==> src/rtl/core/assert_macros.svh <==
// Assertion shorthands shared by the core modules.
// Each expects i_clk and i_rst_n to be visible where it is used.
`ifndef ASSERT_MACROS_SVH
`define ASSERT_MACROS_SVH

// Same-cycle implication, checked out of reset.
`define HRPA_ASSERT_IMP(label, ante, cons, msg) \
    label: assert property (@(posedge i_clk) disable iff (!i_rst_n) (ante) |-> (cons)) \
        else $error(msg);

// Next-cycle implication, checked out of reset.
`define HRPA_ASSERT_NXT(label, ante, cons, msg) \
    label: assert property (@(posedge i_clk) disable iff (!i_rst_n) (ante) |=> (cons)) \
        else $error(msg);

`endif

==> src/rtl/core/hrpa_pkg.sv <==
package hrpa_pkg;

    // Page geometry. The page buffer holds two banks of BANK_SPAN bytes,
    // stored as rows of eight bytes so that a take reads one row per cycle while the output is not stalled.
    localparam int PAGE_SIZE  = 128;
    localparam int BANK_SPAN  = 128;
    localparam int ROW_BYTES  = 8;
    localparam int BANK_ROWS  = BANK_SPAN / ROW_BYTES;
    localparam int ROW_AW     = $clog2(BANK_ROWS);
    localparam int RAM_AW     = ROW_AW + 1;
    localparam int RAM_DEPTH  = 2 * BANK_ROWS;
    localparam int ROW_W      = 8 * ROW_BYTES;
    localparam int PAGE_WORDS = (PAGE_SIZE + ROW_BYTES - 1) / ROW_BYTES;

    localparam logic [ROW_AW-1:0] LAST_ROW  = ROW_AW'(PAGE_WORDS - 1);
    localparam logic [7:0]        PAGE_FULL = 8'(PAGE_SIZE);

    localparam logic [15:0] ADDR_STEP = 16'h0040;
    localparam logic [7:0]  PAD_BYTE  = 8'hFF;
    localparam logic [7:0]  CH_COLON  = 8'h3A;

    // Character positions within a record line.
    localparam logic [9:0] POS_IDLE    = 10'd0;
    localparam logic [9:0] POS_LEN_HI  = 10'd1;
    localparam logic [9:0] POS_LEN_LO  = 10'd2;
    localparam logic [9:0] POS_KIND_HI = 10'd7;
    localparam logic [9:0] POS_KIND_LO = 10'd8;
    localparam logic [9:0] POS_DATA    = 10'd9;
    localparam logic [9:0] POS_MAX     = 10'd1023;

    localparam logic [7:0] KIND_DATA = 8'h00;
    localparam logic [7:0] KIND_EOF  = 8'h01;

    localparam logic REQ_CHAR   = 1'b0;
    localparam logic REQ_TAKE   = 1'b1;
    localparam logic RES_STATUS = 1'b0;
    localparam logic RES_WORD   = 1'b1;

    // Result tdata: page_ready, load_address, page_word, zero fill to bytes.
    localparam int OUT_FIELD_W = 1 + 16 + ROW_W;
    localparam int OUT_DATA_W  = ((OUT_FIELD_W + 7) / 8) * 8;
    localparam int OUT_PAD_W   = OUT_DATA_W - OUT_FIELD_W;

    typedef struct packed {
        logic              we;
        logic [RAM_AW-1:0] addr;
        logic [2:0]        lane;
        logic [7:0]        data;
    } t_ram_wr;

    typedef struct packed {
        logic        ready;
        logic [15:0] word_address;
        logic        fill_bank;
        logic        padded;
        logic [7:0]  pad_from;
    } t_page_stat;

    function automatic logic [3:0] hex_value(input logic [7:0] c);
        logic [7:0] v;
        v = 8'h00;
        if (c >= 8'h30 && c <= 8'h39) begin
            v = c - 8'h30;
        end else if (c >= 8'h41 && c <= 8'h46) begin
            v = c - 8'h37;
        end else if (c >= 8'h61 && c <= 8'h66) begin
            v = c - 8'h57;
        end
        return v[3:0];
    endfunction

endpackage

==> src/rtl/core/hrpa_page_ram.sv <==
module hrpa_page_ram
    import hrpa_pkg::*;
(
    input  logic              i_clk,
    input  t_ram_wr           i_wr,
    input  logic              i_rd_en,
    input  logic [RAM_AW-1:0] i_rd_addr,
    output logic [ROW_W-1:0]  o_rd_data
);

    logic [ROW_W-1:0] r_mem [0:RAM_DEPTH-1];
    logic [ROW_W-1:0] r_rd_data;

    // Byte-lane write; a row is read whole and held until the next read.
    always_ff @(posedge i_clk) begin
        if (i_wr.we) begin
            r_mem[i_wr.addr][{i_wr.lane, 3'b000} +: 8] <= i_wr.data;
        end
    end

    always_ff @(posedge i_clk) begin
        if (i_rd_en) begin
            r_rd_data <= r_mem[i_rd_addr];
        end
    end

    assign o_rd_data = r_rd_data;

endmodule

==> src/rtl/core/hrpa_record_parser.sv <==
`include "assert_macros.svh"

module hrpa_record_parser
    import hrpa_pkg::*;
(
    input  logic       i_clk,
    input  logic       i_rst_n,
    input  logic       i_char_en,
    input  logic [7:0] i_char,
    input  logic       i_take_en,
    output t_page_stat o_stat,
    output t_page_stat o_next_stat,
    output t_ram_wr    o_wr
);

    logic [9:0]  r_pos,       n_pos;
    logic [7:0]  r_len,       n_len;
    logic [7:0]  r_kind,      n_kind;
    logic [3:0]  r_nibble,    n_nibble;
    logic        r_fill_bank, n_fill_bank;
    logic [7:0]  r_fill_index, n_fill_index;
    logic [7:0]  r_pad_from,  n_pad_from;
    logic        r_padded,    n_padded;
    logic [15:0] r_word_address, n_word_address;
    logic        r_first,     n_first;
    logic        r_ready,     n_ready;

    logic [3:0]  digit;
    logic [7:0]  byte_val;
    logic [9:0]  offset;
    logic [7:0]  index_inc;

    assign digit     = hex_value(i_char);
    assign byte_val  = {r_nibble, digit};
    assign offset    = r_pos - POS_DATA;
    assign index_inc = r_fill_index + 8'd1;

    always_comb begin
        n_pos          = r_pos;
        n_len          = r_len;
        n_kind         = r_kind;
        n_nibble       = r_nibble;
        n_fill_bank    = r_fill_bank;
        n_fill_index   = r_fill_index;
        n_pad_from     = r_pad_from;
        n_padded       = r_padded;
        n_word_address = r_word_address;
        n_first        = r_first;
        n_ready        = r_ready;

        o_wr.we   = 1'b0;
        o_wr.addr = {r_fill_bank, r_fill_index[ROW_AW+2:3]};
        o_wr.lane = r_fill_index[2:0];
        o_wr.data = byte_val;

        if (i_take_en) begin
            n_ready = 1'b0;
        end

        if (i_char_en) begin
            if (i_char == CH_COLON) begin
                n_pos    = POS_LEN_HI;
                n_len    = 8'h00;
                n_kind   = 8'h00;
                n_nibble = 4'h0;
            end else if (r_pos != POS_IDLE) begin
                if (r_pos == POS_LEN_HI || r_pos == POS_KIND_HI) begin
                    n_nibble = digit;
                end else if (r_pos == POS_LEN_LO) begin
                    n_len = byte_val;
                end else if (r_pos == POS_KIND_LO) begin
                    n_kind = byte_val;
                    if (byte_val == KIND_EOF) begin
                        // End record: the part-filled page goes out padded.
                        n_word_address = r_word_address + ADDR_STEP;
                        n_padded       = 1'b1;
                        n_pad_from     = r_fill_index;
                        n_ready        = 1'b1;
                        n_fill_bank    = ~r_fill_bank;
                        n_fill_index   = 8'h00;
                    end
                end else if (r_pos >= POS_DATA) begin
                    if (!offset[0]) begin
                        n_nibble = digit;
                    end else if ({1'b0, r_len} > offset[9:1] && r_kind == KIND_DATA) begin
                        o_wr.we = 1'b1;
                        if (index_inc == PAGE_FULL) begin
                            // The first full page keeps the start address.
                            if (!r_first) begin
                                n_word_address = r_word_address + ADDR_STEP;
                            end
                            n_first      = 1'b0;
                            n_padded     = 1'b0;
                            n_pad_from   = index_inc;
                            n_ready      = 1'b1;
                            n_fill_bank  = ~r_fill_bank;
                            n_fill_index = 8'h00;
                        end else begin
                            n_fill_index = index_inc;
                        end
                    end
                end
                if (r_pos < POS_MAX) begin
                    n_pos = r_pos + 10'd1;
                end
            end
        end
    end

    always_ff @(posedge i_clk) begin
        if (!i_rst_n) begin
            r_pos          <= POS_IDLE;
            r_len          <= 8'h00;
            r_kind         <= 8'h00;
            r_nibble       <= 4'h0;
            r_fill_bank    <= 1'b0;
            r_fill_index   <= 8'h00;
            r_pad_from     <= 8'h00;
            r_padded       <= 1'b0;
            r_word_address <= 16'h0000;
            r_first        <= 1'b1;
            r_ready        <= 1'b0;
        end else begin
            r_pos          <= n_pos;
            r_len          <= n_len;
            r_kind         <= n_kind;
            r_nibble       <= n_nibble;
            r_fill_bank    <= n_fill_bank;
            r_fill_index   <= n_fill_index;
            r_pad_from     <= n_pad_from;
            r_padded       <= n_padded;
            r_word_address <= n_word_address;
            r_first        <= n_first;
            r_ready        <= n_ready;
        end
    end

    assign o_stat.ready        = r_ready;
    assign o_stat.word_address = r_word_address;
    assign o_stat.fill_bank    = r_fill_bank;
    assign o_stat.padded       = r_padded;
    assign o_stat.pad_from     = r_pad_from;

    assign o_next_stat.ready        = n_ready;
    assign o_next_stat.word_address = n_word_address;
    assign o_next_stat.fill_bank    = n_fill_bank;
    assign o_next_stat.padded       = n_padded;
    assign o_next_stat.pad_from     = n_pad_from;

    `HRPA_ASSERT_IMP(a_fill_in_page, 1'b1, r_fill_index < PAGE_FULL, "fill index ran past the page")
    `HRPA_ASSERT_IMP(a_ready_from_char, $rose(r_ready), $past(i_char_en), "page ready without a character")

endmodule

==> src/rtl/core/hex_record_page_assembler_core.sv <==
// Channel   Direction  tdata                                       tuser        tlast
// s_        in         char_in[7:0]                                req_type     -
// m_        out        page_ready, load_address, page_word, zeros  result_kind  word_last
//
// A character request, or a take with no page ready, gives one status result.
// A take request of a ready page gives PAGE_WORDS results, one per cycle while the
// output is not stalled, paced by the single read port of the page buffer; the
// block takes no new request until the last word is sent.
// Reset is synchronous and clears the control state at once; the page buffer is not cleared.
// While a result waits in the output register and is not taken, no new request is accepted.
`include "assert_macros.svh"

module hex_record_page_assembler_core
    import hrpa_pkg::*;
(
    input  logic                  i_clk,
    input  logic                  i_rst_n,
    input  logic                  i_s_tvalid,
    output logic                  o_s_tready,
    input  logic [7:0]            i_s_tdata,   // char_in[7:0]
    input  logic                  i_s_tuser,   // req_type
    output logic                  o_m_tvalid,
    input  logic                  i_m_tready,
    // [0] page_ready, [16:1] load_address, [80:17] page_word, above: zero
    output logic [OUT_DATA_W-1:0] o_m_tdata,
    output logic                  o_m_tuser,   // result_kind
    output logic                  o_m_tlast    // word_last
);

    localparam logic ST_IDLE = 1'b0;
    localparam logic ST_TAKE = 1'b1;

    logic                  r_state, n_state;
    logic [ROW_AW-1:0]     r_word,  n_word;
    logic                  r_m_valid, n_m_valid;
    logic [OUT_DATA_W-1:0] r_m_data,  n_m_data;
    logic                  r_m_user,  n_m_user;
    logic                  r_m_last,  n_m_last;

    logic       out_free;
    logic       in_acc;
    logic       char_en;
    logic       take_req;
    logic       take_en;
    t_page_stat stat;
    t_page_stat next_stat;
    t_ram_wr    wr;

    logic              rd_en;
    logic [RAM_AW-1:0] rd_addr;
    logic [ROW_W-1:0]  rd_data;
    logic [ROW_W-1:0]  page_word;

    assign out_free   = !r_m_valid || i_m_tready;
    assign o_s_tready = (r_state == ST_IDLE) && out_free;
    assign in_acc     = i_s_tvalid && o_s_tready;
    assign char_en    = in_acc && (i_s_tuser == REQ_CHAR);
    assign take_req   = in_acc && (i_s_tuser == REQ_TAKE);
    assign take_en    = take_req && stat.ready;

    hrpa_record_parser u_parser (
        .i_clk       (i_clk),
        .i_rst_n     (i_rst_n),
        .i_char_en   (char_en),
        .i_char      (i_s_tdata),
        .i_take_en   (take_en),
        .o_stat      (stat),
        .o_next_stat (next_stat),
        .o_wr        (wr)
    );

    // The ready page sits in the bank not being filled. Row 0 is fetched as
    // the take is accepted; each word sent but the last fetches the next row.
    always_comb begin
        rd_en   = 1'b0;
        rd_addr = {~stat.fill_bank, {ROW_AW{1'b0}}};
        if (take_en) begin
            rd_en = 1'b1;
        end else if (r_state == ST_TAKE && out_free && r_word != LAST_ROW) begin
            rd_en   = 1'b1;
            rd_addr = {~stat.fill_bank, r_word + {{(ROW_AW-1){1'b0}}, 1'b1}};
        end
    end

    hrpa_page_ram u_ram (
        .i_clk     (i_clk),
        .i_wr      (wr),
        .i_rd_en   (rd_en),
        .i_rd_addr (rd_addr),
        .o_rd_data (rd_data)
    );

    // Bytes from the end-record point on read as pad; bytes past the page as zero.
    always_comb begin
        logic [7:0] idx;
        page_word = '0;
        for (int i = 0; i < ROW_BYTES; i++) begin
            idx = {1'b0, r_word, 3'(i)};
            if (idx >= PAGE_FULL) begin
                page_word[8*i +: 8] = 8'h00;
            end else if (stat.padded && idx >= stat.pad_from) begin
                page_word[8*i +: 8] = PAD_BYTE;
            end else begin
                page_word[8*i +: 8] = rd_data[8*i +: 8];
            end
        end
    end

    always_comb begin
        n_state   = r_state;
        n_word    = r_word;
        n_m_valid = r_m_valid && !i_m_tready;
        n_m_data  = r_m_data;
        n_m_user  = r_m_user;
        n_m_last  = r_m_last;

        if (char_en || (take_req && !stat.ready)) begin
            n_m_valid = 1'b1;
            n_m_user  = RES_STATUS;
            n_m_data  = {{OUT_PAD_W{1'b0}}, {ROW_W{1'b0}},
                         next_stat.word_address, next_stat.ready};
            n_m_last  = 1'b0;
        end

        if (take_en) begin
            n_state = ST_TAKE;
            n_word  = '0;
        end

        if (r_state == ST_TAKE && out_free) begin
            n_m_valid = 1'b1;
            n_m_user  = RES_WORD;
            n_m_data  = {{OUT_PAD_W{1'b0}}, page_word, stat.word_address, stat.ready};
            n_m_last  = (r_word == LAST_ROW);
            if (r_word == LAST_ROW) begin
                n_state = ST_IDLE;
            end else begin
                n_word = r_word + {{(ROW_AW-1){1'b0}}, 1'b1};
            end
        end
    end

    always_ff @(posedge i_clk) begin
        if (!i_rst_n) begin
            r_state   <= ST_IDLE;
            r_word    <= '0;
            r_m_valid <= 1'b0;
        end else begin
            r_state   <= n_state;
            r_word    <= n_word;
            r_m_valid <= n_m_valid;
        end
    end

    always_ff @(posedge i_clk) begin
        r_m_data <= n_m_data;
        r_m_user <= n_m_user;
        r_m_last <= n_m_last;
    end

    assign o_m_tvalid = r_m_valid;
    assign o_m_tdata  = r_m_data;
    assign o_m_tuser  = r_m_user;
    assign o_m_tlast  = r_m_last;

    `HRPA_ASSERT_IMP(a_bank_held, (r_state == ST_TAKE) && $past(r_state == ST_TAKE), $stable(stat.fill_bank), "page bank moved during a take")
    `HRPA_ASSERT_IMP(a_word_not_ready, o_m_tvalid && (o_m_tuser == RES_WORD), !o_m_tdata[0], "page word shows a ready page")

endmodule
==> config.mk <==
export PLATFORM = sky130hd
export DESIGN_NAME = hex_record_page_assembler_core
export DESIGN_NICKNAME = d
export VERILOG_FILES = /design/src/rtl/core/hrpa_pkg.sv /design/src/rtl/core/hrpa_page_ram.sv /design/src/rtl/core/hrpa_record_parser.sv /design/src/rtl/core/hex_record_page_assembler_core.sv
export VERILOG_INCLUDE_DIRS = /design/src /design/src/rtl/core
export SDC_FILE = /design/constraint.sdc
export NUM_CORES = 2
export LEC_CHECK = 0
export ABC_AREA = 0
export BUFFER_PORTS_ARGS = -buffer_cell sky130_fd_sc_hd__buf_2
export CORE_MARGIN = 2
export CORE_UTILIZATION = 58
export CTS_BUF_LIST = sky130_fd_sc_hd__clkbuf_2 sky130_fd_sc_hd__clkbuf_4 sky130_fd_sc_hd__clkbuf_8
export CTS_CLUSTER_SIZE = 12
export DETAILED_ROUTE_END_ITERATION = 6
export PLACE_DENSITY = 0.86
export SETUP_SLACK_MARGIN = 0.05
export SLEW_MARGIN = 0
export SYNTH_ARGS = -nofsm -noshare
export SYNTH_HDL_FRONTEND = slang
export SYNTH_SLANG_ARGS = --single-unit
==> constraint.sdc <==
create_clock -name i_clk -period 9.6 [get_ports i_clk]
set_input_delay 1.44 -clock i_clk [delete_from_list [all_inputs] [get_ports i_clk]]
set_output_delay 1.44 -clock i_clk [all_outputs]
set_load 0.05 [all_outputs]
== Yosys cells after proc, flatten, opt, wreduce, memory -nomap -nowiden ==
Memory sizes are Yosys's and may differ from the RTL's. A register that Yosys moved wholly into a read port is not among the register bits.
Cells that the tools add are included.
Storage, ports and cells
  word-level logic and storage cells: 219
  memories kept: 1
  bits in registers: 155
  latch bits: 0
  RAM bits: 2048
  bits in read-only memories: 0
Memory list
  u_ram.r_mem: words 32, bits a word 64, rd ports 1, clocked after memory_dff 1, write ports 1, RTL line hrpa_page_ram.sv:11  | logic [ROW_W-1:0] r_mem [0:RAM_DEPTH-1];
Operators by class
  shift operators: 2
  eq/ne operators: 15
  reduce and logical (&&, ||, !) cells: 46
  add/subtract/negate cells: 9
  $lt $le $gt $ge: 17
  div/mod/pow operators: 0
  bitwise logic cells: 7
  $mul: 0
  multiplexer cells: 105
Operators by type and width (number)
  $mux W8: 29
  $mux W16: 12
  $mux W81: 2
  $ge A7 B8 Y1: 8
  $mux W64: 1
  $shift A8 B8 Y64 const A: 1
  $shiftx A8 B8 Y64: 1
  $mux W4: 15
  $mux W1: 43
  $mux W10: 3
  $logic_and A1 B1 Y1: 21
  $reduce_and A10 Y1: 2
  $reduce_bool A2 Y1: 9
  $add A16 B7 Y16 const B: 1
  $ge A8 B7 Y1 const B: 2
  $le A8 B7 Y1 const B: 2
  $add A10 B1 Y10 const B: 1
  $eq A10 B1 Y1 const B: 1
  $eq A10 B2 Y1 const B: 1
  $eq A10 B3 Y1 const B: 1
  $eq A10 B4 Y1 const B: 1
  $ge A10 B4 Y1 const B: 1
  $lt A10 B10 Y1 const B: 1
  $reduce_bool A10 Y1: 1
  other kinds (28): 41

== Longest topological paths before layout ==
  depth after elaboration: 19
  mapped depth: 16
  gate-level depth less buffers: 15

== By module ==
A second synthesis with hierarchy kept.
Second synthesis, totals
  cell total of the unflattened synthesis: 4578
  area, all modules: 88279.7 µm²
Modules (own cells, without submodules)
  hrpa_page_ram: instances 1, seq. area each 63420.8 µm², cells an instance 3705, area an instance 80318.3 µm²
  hex_record_page_assembler_core: instances 1, seq. area each 2602.5 µm², cells an instance 370, area an instance 4052.6 µm²
  hrpa_record_parser: instances 1, seq. area each 1201.2 µm², cells an instance 503, area an instance 3908.7 µm²

== Worst setup path after synthesis ==
Ideal clock, no wire load.
  path type: input port to flip-flop
  start point: input i_m_tready
  end point: register r_m_data[0] (netlist: o_m_tdata[0]) (enable)
  path buffers: 3
  cell stages on the path: 6
  arrival: 3.734 ns
  setup time: 0.772 ns
  slack: 5.094 ns
  cells stage by stage: nand2b_1 -> buf_2 -> nand2_1 -> clkbuf_1 -> clkbuf_1 -> nand2_1
Between the ends
  word-level cells in the longest chain between the ends: 7
Ends and longest elaborated chain
  from (decl): RTL line hex_record_page_assembler_core.sv:23  | input logic i_m_tready,
  $logic_or A1 B1 Y1 *: RTL line hex_record_page_assembler_core.sv:54  | assign out_free = !r_m_valid || i_m_tready;
  $logic_and A1 B1 Y1: RTL line hex_record_page_assembler_core.sv:55  | assign o_s_tready = (r_state == ST_IDLE) && out_free;
  $logic_and A1 B1 Y1: RTL line hex_record_page_assembler_core.sv:56  | assign in_acc = i_s_tvalid && o_s_tready;
  $logic_and A1 B1 Y1: RTL line hex_record_page_assembler_core.sv:58  | assign take_req = in_acc && (i_s_tuser == REQ_TAKE);
  $logic_and A1 B1 Y1: RTL line hex_record_page_assembler_core.sv:117  | if (char_en || (take_req && !stat.ready)) begin
  $logic_or A1 B1 Y1: RTL line hex_record_page_assembler_core.sv:117
  $reduce_bool A2 Y1 (no source line) *
  to (signal assigned): RTL line hex_record_page_assembler_core.sv:156  | r_m_data <= n_m_data;
  to (decl): RTL line hex_record_page_assembler_core.sv:36  | logic [OUT_DATA_W-1:0] r_m_data, n_m_data;
Every way passes the cells marked *; elsewhere a longest branch is shown, timed or not.
A chain may end at the register's enable or synchronous reset.

== Worst setup path in the final report ==
  start point: register u_parser.r_pos[0]
  end point: memory u_ram.r_mem[19][63] (netlist name) (enable)
Between the ends
  word-level cells in the longest chain between the ends: 14
Ends and longest elaborated chain
  from (decl): RTL line hrpa_record_parser.sv:16  | logic [9:0] r_pos, n_pos;
  from (signal assigned): RTL line hrpa_record_parser.sv:124  | r_pos <= n_pos;
  $sub A10 B4 Y10: RTL line hrpa_record_parser.sv:35  | assign offset = r_pos - POS_DATA;
  $gt A8 B9 Y1: RTL line hrpa_record_parser.sv:85  | end else if ({1'b0, r_len} > offset[9:1] && r_kind == KIND_DATA) begin
  $logic_and A1 B1 Y1: RTL line hrpa_record_parser.sv:85
  $mux W1: RTL line hrpa_record_parser.sv:85
  $mux W1: RTL line hrpa_record_parser.sv:83  | if (!offset[0]) begin
  $mux W1: RTL line hrpa_record_parser.sv:82  | end else if (r_pos >= POS_DATA) begin
  $mux W1: RTL line hrpa_record_parser.sv:71  | end else if (r_pos == POS_KIND_LO) begin
  $mux W1: RTL line hrpa_record_parser.sv:69  | end else if (r_pos == POS_LEN_LO) begin
  $mux W1: RTL line hrpa_record_parser.sv:67  | if (r_pos == POS_LEN_HI || r_pos == POS_KIND_HI) begin
  $mux W1 *: RTL line hrpa_record_parser.sv:66  | end else if (r_pos != POS_IDLE) begin
  $mux W1 *: RTL line hrpa_record_parser.sv:61  | if (i_char == CH_COLON) begin
  $mux W1 *: RTL line hrpa_record_parser.sv:60  | if (i_char_en) begin
  $mux W1 *: RTL line hrpa_page_ram.sv:16  | if (i_wr.we) begin
  $mux W64 (not written as such) *: RTL line hrpa_page_ram.sv:17  | r_mem[i_wr.addr][{i_wr.lane, 3'b000} +: 8] <= i_wr.data;
  to (decl): RTL line hrpa_page_ram.sv:11
Marked as above.

==> impl_metrics.ini <==
[sta]
slew_viol_final = 0
whs_ps = 442
tns_ps = 0
finalSetupViolCount = 0
relSlewSlack_pct = 4.60
grt_setup_unrepaired = no
finalWorstSetupSlack_ps = 4000
min_period_ps = 5600
finClkSkew_ps = 82.6
worst_pin_slew_ps = 1430
hold_viol = 0
fmax_mhz = 178
min_period_over_period_pct = 58.4

[logic_synthesis]
ys_warn_count = 0
synth_commonest_cells = edfxtp_1, nor2_1, mux4_2, nand2_1
postSynth.asyncResetShare_pct = 0
ys_seq_elements = 2255
synth_edf_count = 2188
avgSynthCellArea_um2 = 18.2
synthDistinctLibCells = 68
yosysTopAreaCellShare_pct = 74.3
netlist_area_um2 = 88500
postSynthCellCount = 4861
synth.most_common_cell = edfxtp_1
synth_area_leaders = edfxtp_1, mux4_2, nor2_1
synthFlopType = edfxtp_1
ys_seq_area_share_pct = 75.8
synth_top_area_cell = edfxtp_1

[clock_tree]
clockBufferDepth = 4
cts_root_buf = clkbuf_8
cts_resized = 0
cts_htree_levels = 5
clock_sinks = 2255
post_cts_buffers = 0
cts_buffers = 355
cts-hold-fix-buffers = 0
clock_latency_ps = 1040
path_clk_slew_ps = 60
cts_tree = yes

[drt]
antenna_left = 0
vias = 50500
via_per_inst = 6.79
routed_wl_um = 230000
drc_errors = 8
drt-pass1-iter-count = 7
wl_per_cell_um = 30.9
drtIter0Drc = 8241

[power]
total_power_uw = 18600
peakVddDrop_mv = 0.153
leakagePower_uw = 0.0325
p_per_area_nw_per_um2 = 189

[critical_path]
crit_path_cell_trace = inv_1 -> ha_1 -> nand2b_1 -> nand2_1 -> nand2_1 -> nor3_1 -> xnor2_1 -> ha_1 -> nand4_1 -> nor2_1 -> nor3_1 -> o2111ai_1 -> nor2_1 -> buf_4 -> nand2_1 -> nor2_1
path_delay_family = simple AND/OR/NAND/NOR gates
cp_num_buf_inv = 2
worst_path_max_delay_cell = nor2_1
worstReg2RegEnd = u_ram.r_mem[19][63]
rr_worst_depth = 16
crit_fanout = 32
endpoint_kind = flop
rrSetupSlack_ps = 4000
worstSetupStartpointType = flop
worstPathArrival_ps = 6180
slowest_delay_ps = 1150
worst-setup-path-type = reg -> reg
r2r_start = u_parser.r_pos[0]
cp.required_ps = 10180

[floorplan]
start_util_pct = 58.3
die_area_um2 = 156000
rows = 143
die_x_um = 395
die_h_um = 395
io_pins = 105
core_region_area_um2 = 152000

[hold_path]
hold_end = o_m_tuser
hold_depth = 2
hold_path_class = reg -> reg
worstHoldStart = o_m_tuser

[place]
pre_cts_ws_ps = 4070
gp_congestion = 0.908
portBuffers = 91
dp_hpwl_um = 133000

[global_routing]
antenna_found_initial = 19
grt_usage_pct = 29.2
grt_max_degree = 142
grt_pass1_vias = 49200
grt_overflow = 0
grt_pass1_wl_um = 328000

[flow_run]
cap_violations = 0

[cells_and_area]
final_util_pct = 64.6
drive_gt1_share_pct = 22.4
nNetsFinal = 5155
area_delta_synth_final_pct = 10.7
n_fill_cell = 9493

[run_status]
violations = DRC
outcome = finished with violations
layer usage:
layer,GRT usage (%),vias up,part of all wire (%)
li1,-,19900,-
met1,37.6,25000,33
met2,44.2,4726,46
met3,10.9,849,16
met4,14.5,24,5.2
met5,0,-,0.079
through the flow:
stage / instance area [µm²] / std cells
CTS: 97800 / 7404
global placement: 91200 / 6785
detailed placement: 91200 / 6785
finish: 98000 / 7442
global route: 97900 / 7407
floorplan: 88500 / 4873
state kept, by name (all words and copies together), names as in the netlist, 8 cells and up:
signal,cells
u_ram.o_rd_data,64
o_m_tdata,75
u_parser.r_kind,8
u_ram.r_mem,2048
u_parser.r_fill_index,8
u_parser.r_len,8
u_parser.r_word_address,10
u_parser.r_pad_from,8
u_parser.r_pos,10
cell families after synthesis:
logic type	count (synthesis)	share of synthesized area, %
flip-flops	2255	75.8
AND/OR/NAND/NOR	1200	5.87
multiplexers	608	13.0
AO/OA/AOI/OAI	415	3.13
buffers and inverters	333	1.56
adder cells (fa/ha/maj)	28	0.396
XOR/XNOR	21	0.208
other	1	0.00424
layout by cell type (no fill, tap or decap), types with 9 or more instances in the layout:
master and count:
edfxtp_1 2188, mux4_2 435, nor2_1 427, nand2_1 409
clkbuf_8 361, mux2i_1 170, nand3_1 142, a21oi_1 123
clkinv_1 108, clkbuf_4 99, buf_2 91, o21ai_0 82
buf_4 67, dfxtp_1 66, o221ai_1 63, inv_1 46
and3_1 38, diode_2 36, clkinv_2 34, nor2_2 33
and2_1 33, ha_1 28, a211oi_1 24, a31o_2 22
nor3_1 16, nand4_1 16, a31oi_1 14, nand2b_1 13
xnor2_1 13, conb_1 13, a32o_1 11, a221oi_1 11
nor4_1 10, nand4b_1 10, bufinv_16 10, buf_12 10
or3_1 9
how the worst max path moves through the flow:
| stage | end | slack, ps | from | cells after the start |
|---|---|---|---|---|
| floorplan | o_m_tdata[0] | 5090 | i_m_tready | 6 |
| global placement | u_ram.o_rd_data[28] | 4180 | i_m_tready | 9 |
| detailed placement | u_ram.o_rd_data[7] | 4070 | i_m_tready | 9 |
| CTS | u_ram.r_mem[15][58] | 4160 | u_parser.r_pos[0] | 16 |
| global route | u_ram.r_mem[19][63] | 3830 | u_parser.r_pos[0] | 16 |
| finish | u_ram.r_mem[19][63] | 4000 | u_parser.r_pos[0] | 16 |
report_power, final:
group | total, µW | switching [µW] | internal, µW
registers | 10700 | 4.74 | 10600
logic | 123 | 106 | 17.1
clock network | 7780 | 3640 | 4140
total | 18600 | 3750 | 14800
tightest hold or removal path, delay by kind of cell (launching register included):
family        cells  cell delay (ps)
flops             1              310
simple gates      2               90
final cells by class:
class	instances	area, µm²	share of cell area, %
antenna	36	90.1	0.0920
clock buffer	460	5710	5.83
clock inverter	159	931	0.950
inverter	47	179	0.183
multi-input combinational	2285	20300	20.7
sequential	2255	67000	68.4
tap	2030	2540	2.59
timing repair buffer	170	1200	1.23
Power figures use the tool's default switching activity.
